### config.mk
export PLATFORM = sky130hd
export DESIGN_NAME = ppas_seq
export DESIGN_NICKNAME = d
export VERILOG_FILES = /design/src/rtl/core/ppas_pkg.sv /design/src/rtl/core/ppas_seq.sv
export SDC_FILE = /design/constraint.sdc
export NUM_CORES = 1
export LEC_CHECK = 0
export ABC_AREA = 1
export BUFFER_PORTS_ARGS = -buffer_cell sky130_fd_sc_hd__buf_2
export CAP_MARGIN = 20
export CORE_MARGIN = 2
export CORE_UTILIZATION = 52
export DETAILED_ROUTE_END_ITERATION = 10
export PLACE_DENSITY = 0.79
export SYNTH_ARGS = -nofsm -noshare
export SYNTH_HDL_FRONTEND = slang
export SYNTH_SLANG_ARGS = --single-unit
export TNS_END_PERCENT = 50
### constraint.sdc
create_clock -name clock -period 2.76 [get_ports clock]
set_input_delay 0.276 -clock clock [delete_from_list [all_inputs] [get_ports clock]]
set_output_delay 0.276 -clock clock [all_outputs]
set_load 0.005 [all_outputs]
### src/rtl/core/ppas_pkg.sv
// shared constants, types and microcode table for the per-cpu page allocator
// used by ppas_seq, ppas_datapath and the top level; no dependencies
`default_nettype none

package ppas_pkg;

   localparam int NUM_CPUS    = 8;
   localparam int NUM_PAGES   = 32768;
   localparam int STEAL_LINKS = 10;
   localparam int PAGE_SHIFT  = 12;
   localparam int ADDR_W      = 32;
   localparam int CPU_W       = 3;
   localparam int IDX_W       = 16;
   localparam int CPU_AW      = (NUM_CPUS > 1) ? $clog2(NUM_CPUS) : 1;
   localparam int SCAN_W      = $clog2(NUM_CPUS + 1);
   localparam int CNT_W       = $clog2(STEAL_LINKS + 1);
   localparam int LINK_AW     = $clog2(NUM_PAGES);
   localparam int PFN_W       = ADDR_W - PAGE_SHIFT;
   localparam int STEP_W      = 4;

   localparam logic [IDX_W-1:0]  NIL        = {IDX_W{1'b1}};
   localparam logic [ADDR_W-1:0] LOW_RESET  = 32'h8000_0000;
   localparam logic [ADDR_W-1:0] HIGH_RESET = 32'h8800_0000;

   // result status codes
   localparam logic [1:0] ST_OK      = 2'd0;
   localparam logic [1:0] ST_OOM     = 2'd1;
   localparam logic [1:0] ST_BADFREE = 2'd2;

   typedef logic [STEP_W-1:0] step_type;

   // microcode step addresses
   localparam step_type S_IDLE     = 4'd0;
   localparam step_type S_DISPATCH = 4'd1;
   localparam step_type S_CPU_CHK  = 4'd2;
   localparam step_type S_OWN_CHK  = 4'd3;
   localparam step_type S_SCAN     = 4'd4;
   localparam step_type S_SCAN_END = 4'd5;
   localparam step_type S_STEAL    = 4'd6;
   localparam step_type S_WALK     = 4'd7;
   localparam step_type S_CUT      = 4'd8;
   localparam step_type S_POP_RD   = 4'd9;
   localparam step_type S_POP_WB   = 4'd10;
   localparam step_type S_FREE_CHK = 4'd11;
   localparam step_type S_FREE_WB  = 4'd12;
   localparam step_type S_OOM      = 4'd13;
   localparam step_type S_DONE     = 4'd14;

   typedef enum logic [3:0] {
      OP_NOP,
      OP_SCAN_CLR,
      OP_SCAN_NEXT,
      OP_STEAL_INIT,
      OP_WALK,
      OP_CUT,
      OP_POP_RD,
      OP_POP_WB,
      OP_FREE_CHK,
      OP_FREE_WB,
      OP_OOM
   } op_type;

   typedef enum logic [3:0] {
      C_ALWAYS,
      C_START,
      C_IS_FREE,
      C_CPU_BAD,
      C_OWN_HIT,
      C_SCAN_HIT,
      C_SCAN_END,
      C_WALK_STOP,
      C_OUT_FREE
   } cond_type;

   typedef struct packed {
      op_type   op;
      cond_type cond;
      step_type jump_t;
      step_type jump_f;
      logic     idle;
      logic     done;
   } ctl_word_type;

   typedef struct packed {
      logic is_free;
      logic cpu_bad;
      logic own_hit;
      logic scan_hit;
      logic scan_end;
      logic walk_stop;
   } dp_flags_type;

   function automatic ctl_word_type uword(op_type op, cond_type cond, step_type jump_t,
                                          step_type jump_f, logic idle, logic done);
      ctl_word_type w;
      w.op     = op;
      w.cond   = cond;
      w.jump_t = jump_t;
      w.jump_f = jump_f;
      w.idle   = idle;
      w.done   = done;
      return w;
   endfunction

   // control store: one word per step
   function automatic ctl_word_type ucode_rom(step_type step);
      ctl_word_type w;
      unique case (step)
         S_IDLE:     w = uword(OP_NOP, C_START, S_DISPATCH, S_IDLE, 1'b1, 1'b0);
         S_DISPATCH: w = uword(OP_NOP, C_IS_FREE, S_FREE_CHK, S_CPU_CHK, 1'b0, 1'b0);
         S_CPU_CHK:  w = uword(OP_NOP, C_CPU_BAD, S_OOM, S_OWN_CHK, 1'b0, 1'b0);
         S_OWN_CHK:  w = uword(OP_SCAN_CLR, C_OWN_HIT, S_POP_RD, S_SCAN, 1'b0, 1'b0);
         S_SCAN:     w = uword(OP_SCAN_NEXT, C_SCAN_HIT, S_STEAL, S_SCAN_END, 1'b0, 1'b0);
         S_SCAN_END: w = uword(OP_NOP, C_SCAN_END, S_OOM, S_SCAN, 1'b0, 1'b0);
         S_STEAL:    w = uword(OP_STEAL_INIT, C_ALWAYS, S_WALK, S_WALK, 1'b0, 1'b0);
         S_WALK:     w = uword(OP_WALK, C_WALK_STOP, S_CUT, S_WALK, 1'b0, 1'b0);
         S_CUT:      w = uword(OP_CUT, C_ALWAYS, S_POP_RD, S_POP_RD, 1'b0, 1'b0);
         S_POP_RD:   w = uword(OP_POP_RD, C_ALWAYS, S_POP_WB, S_POP_WB, 1'b0, 1'b0);
         S_POP_WB:   w = uword(OP_POP_WB, C_ALWAYS, S_DONE, S_DONE, 1'b0, 1'b0);
         S_FREE_CHK: w = uword(OP_FREE_CHK, C_ALWAYS, S_FREE_WB, S_FREE_WB, 1'b0, 1'b0);
         S_FREE_WB:  w = uword(OP_FREE_WB, C_ALWAYS, S_DONE, S_DONE, 1'b0, 1'b0);
         S_OOM:      w = uword(OP_OOM, C_ALWAYS, S_DONE, S_DONE, 1'b0, 1'b0);
         S_DONE:     w = uword(OP_NOP, C_OUT_FREE, S_IDLE, S_DONE, 1'b0, 1'b1);
         default:    w = uword(OP_NOP, C_ALWAYS, S_IDLE, S_IDLE, 1'b0, 1'b0);
      endcase
      return w;
   endfunction

endpackage

`default_nettype wire

### src/rtl/core/ppas_seq.sv
// microcode sequencer: step counter, control store lookup, conditional jumps
// depends on ppas_pkg
`default_nettype none

module ppas_seq
   import ppas_pkg::*;
(
   input  wire logic         clock,
   input  wire logic         reset,
   input  wire dp_flags_type dp_flags,
   input  wire logic         start,
   input  wire logic         out_free,
   output ctl_word_type      ctl
);

   step_type step_ff;
   step_type step_in;
   logic     cond_hit;

   assign ctl = ucode_rom(step_ff);

   always_comb begin
      unique case (ctl.cond)
         C_ALWAYS:    cond_hit = 1'b1;
         C_START:     cond_hit = start;
         C_IS_FREE:   cond_hit = dp_flags.is_free;
         C_CPU_BAD:   cond_hit = dp_flags.cpu_bad;
         C_OWN_HIT:   cond_hit = dp_flags.own_hit;
         C_SCAN_HIT:  cond_hit = dp_flags.scan_hit;
         C_SCAN_END:  cond_hit = dp_flags.scan_end;
         C_WALK_STOP: cond_hit = dp_flags.walk_stop;
         C_OUT_FREE:  cond_hit = out_free;
         default:     cond_hit = 1'b1;
      endcase
      step_in = cond_hit ? ctl.jump_t : ctl.jump_f;
   end

   always_ff @(posedge clock) begin
      if (reset) begin
         step_ff <= S_IDLE;
      end else begin
         step_ff <= step_in;
      end
   end

endmodule

`default_nettype wire

==> results.json <==
{
  "ir_worst_vdd_mv": 0.915,
  "synthCells": 165,
  "synth.area.top_cells": "dfxtp_1 (29%), nand2_1 (17%), ha_1 (9.7%), nand3_1 (8.2%), inv_1 (6.5%)",
  "synthDominantCellAreaShare_pct": 29.4,
  "drt-total-wl_mm": 2.57,
  "drt-initial-drc-count": 30,
  "antenna_found_initial": 0,
  "htreeDepth": 1,
  "synth_edf_count": 0,
  "yosysUniqueCellTypes": 22,
  "synth_simple_gate_area_share_pct": 45.8,
  "worstPathArrival_ns": 2.52,
  "largest_reg_flops": 17,
  "grt_pass1_wl_mm": 3.82,
  "netlist_top_cells_count": "nand2_1 (53), inv_1 (20), nand3_1 (19), dfxtp_1 (17)",
  "fillCellCount": 211,
  "start_util_pct": 53.8,
  "syn_to_final_growth_pct": 12.4,
  "cts_setup_buffers": 0,
  "min_period_ns": 2.28,
  "rows": 17,
  "cp-end-kind": "register",
  "synth_warnings": 0,
  "n_antenna_cell": 0,
  "place_hpwl_mm": 1.98,
  "grtUsageTotal_pct": 19.7,
  "io_pins": 28,
  "synthMuxAreaShare_pct": 0,
  "finalNetCount": 211,
  "grt_start_max_net_pins": 15,
  "clock_sinks": 17,
  "clockBufferDepth": 2,
  "gr-total-overflow": 0,
  "synth.most_common_cell": "nand2_1",
  "dieArea_um2": 2620,
  "cts_root_buffer": "clkbuf_4",
  "p_sw_uw": 986,
  "hold_slack_ns": 0.390,
  "fin_worst_skew_ns": 0.0161,
  "die_w_um": 51.2,
  "synthFlopType": "dfxtp_1",
  "fin_tns_setup_ns": 0,
  "grt_pass1_vias": 914,
  "rsz0062_at_grt": "false",
  "synth-adder-area-share_pct": 9.74,
  "ys_ff_latch": 17,
  "min_path_type": "in -> reg",
  "wl_per_cell_um": 11.7,
  "synth_compound_area_share_pct": 3.35,
  "tightest_slew_ns": 0.531,
  "cts_buffers": 3,
  "cts_resized": 0,
  "clkPwrFrac_pct": 7.2,
  "setup_viol": 0,
  "cp_data_required_time_ns": 2.99,
  "avgSynthCellArea_um2": 7.01,
  "clock_latency_ns": 0.30,
  "relSlewSlack_pct": 64.5,
  "cap_violations": 0,
  "p_seq_share_pct": 23.1,
  "io_buffers": 27,
  "clk_pin_slew_ns": 0.08,
  "seq_area_frac_synth_pct": 29.4,
  "internal_power_uw": 872,
  "start_kind": "register",
  "vias_per_cell": 5.11,
  "synth.cell_area_um2": 1160,
  "async_flop_share_pct": 0,
  "critical_path_class": "reg -> reg",
  "p_comb_share_pct": 69.7,
  "synth_top_family_by_area": "simple AND/OR/NAND/NOR gates",
  "hold_viol": 0,
  "synth_area_leader_cell": "dfxtp_1",
  "core_area_um2": 2150,
  "switching_share_pct": 53.1,
  "die_h_um": 51.2,
  "vias": 1120,
  "holdBufCountCts": 0,
  "crit_fanout": 7,
  "status": "finished clean",
  "drcViolationCount": 0,
  "synth_xor_area_share_pct": 0,
  "period_share_pct": 82.7,
  "p_per_area_nw_per_um2": 1430,
  "place.gp.congestion": 0.829,
  "fmax_ghz": 0.438,
  "p_leak_uw": 0.000747,
  "first_pass_iters": 4,
  "tritoncts": "yes",
  "final_layout_size_suffix_gt1_share_pct": 29.3,
  "syn-num-nets": 184,
  "ant_nets": 0,
  "slew_violations": 0
}
-- cell usage in the layout (no fill, tap or decap), types with 9 or more instances in the layout --
| cell type | instances |
|---|---|
| nor2_1 | 10 |
| ha_1 | 9 |
| nand2_2 | 10 |
| nand3_1 | 19 |
| dfxtp_1 | 17 |
| nand2_1 | 53 |
| inv_1 | 20 |
| buf_2 | 27 |
-- worst paths after layout --
path / start / endpoint / slack (ns) / cells past startpoint
setup reg to reg: ctl[11] / ctl[3] / 0.48 / 16
setup / recovery: ctl[11] / ctl[3] / 0.48 / 16
hold reg to reg: ctl[5] / ctl[8] / 0.78 / 6
hold / removal: reset / ctl[11] / 0.39 / 4
-- routing by layer --
metal | track usage, % | up-vias | part of all wire [%]
met5 | 0 | - | 0
met4 | 9.46 | 0 | 1.4
met3 | 3.80 | 5 | 5.1
met2 | 35.7 | 38 | 52
met1 | 21.8 | 517 | 42
li1 | - | 560 | -
-- worst max-delay path: stages, from the launching register on --
cell and delay (ns):
dfxtp_1 0.45, inv_1 0.10, nand3_1 0.08, nand2_1 0.08, nand2_2 0.10, inv_2 0.05, nor2_4 0.12, nand2_1 0.08
nand2_1 0.10, nand2_1 0.06, nor2_1 0.31, ha_1 0.34, inv_1 0.08, nand2_2 0.08, nand2_1 0.08, nand2_1 0.05
nand2_1 0.08
-- per-stage QoR --
step	setup slack, ns	instance area (µm²)	power [µW]	cells	util [%]
finish	0.476	1300	1860	219	60.5
global route	0.288	1300	2030	219	60.5
CTS	0.515	1300	1850	219	60.5
detailed placement	0.546	1270	1720	215	59.3
global placement	0.655	1270	1670	215	59.3
floorplan	0.807	1160	1470	165	-
-- power groups by stage --
stage | Clock (µW) | Sequential (µW) | Combinational (µW)
floorplan | 0 | 443 | 1030
global placement | 0 | 430 | 1240
detailed placement | 0 | 434 | 1290
CTS | 134 | 427 | 1290
global route | 143 | 439 | 1450
finish | 133 | 429 | 1300
-- logic make-up after synthesis --
| kind of cell | after synthesis |
|---|---|
| and+or+nand+nor | 107 |
| buffers and inverters | 27 |
| DFF | 17 |
| adders and majority gates | 9 |
| AOI/OAI and AO/OA | 5 |
-- final cells by class --
type | count | area [µm²] | share of cell area, %
flip-flops and latches | 17 | 340 | 26.2
inverters | 22 | 82.6 | 6.35
well taps | 28 | 35.0 | 2.69
repair buffers | 27 | 135 | 10.4
multi-input cells | 121 | 681 | 52.4
clock buffers | 4 | 26.3 | 2.02
Power figures use the tool's default switching activity.
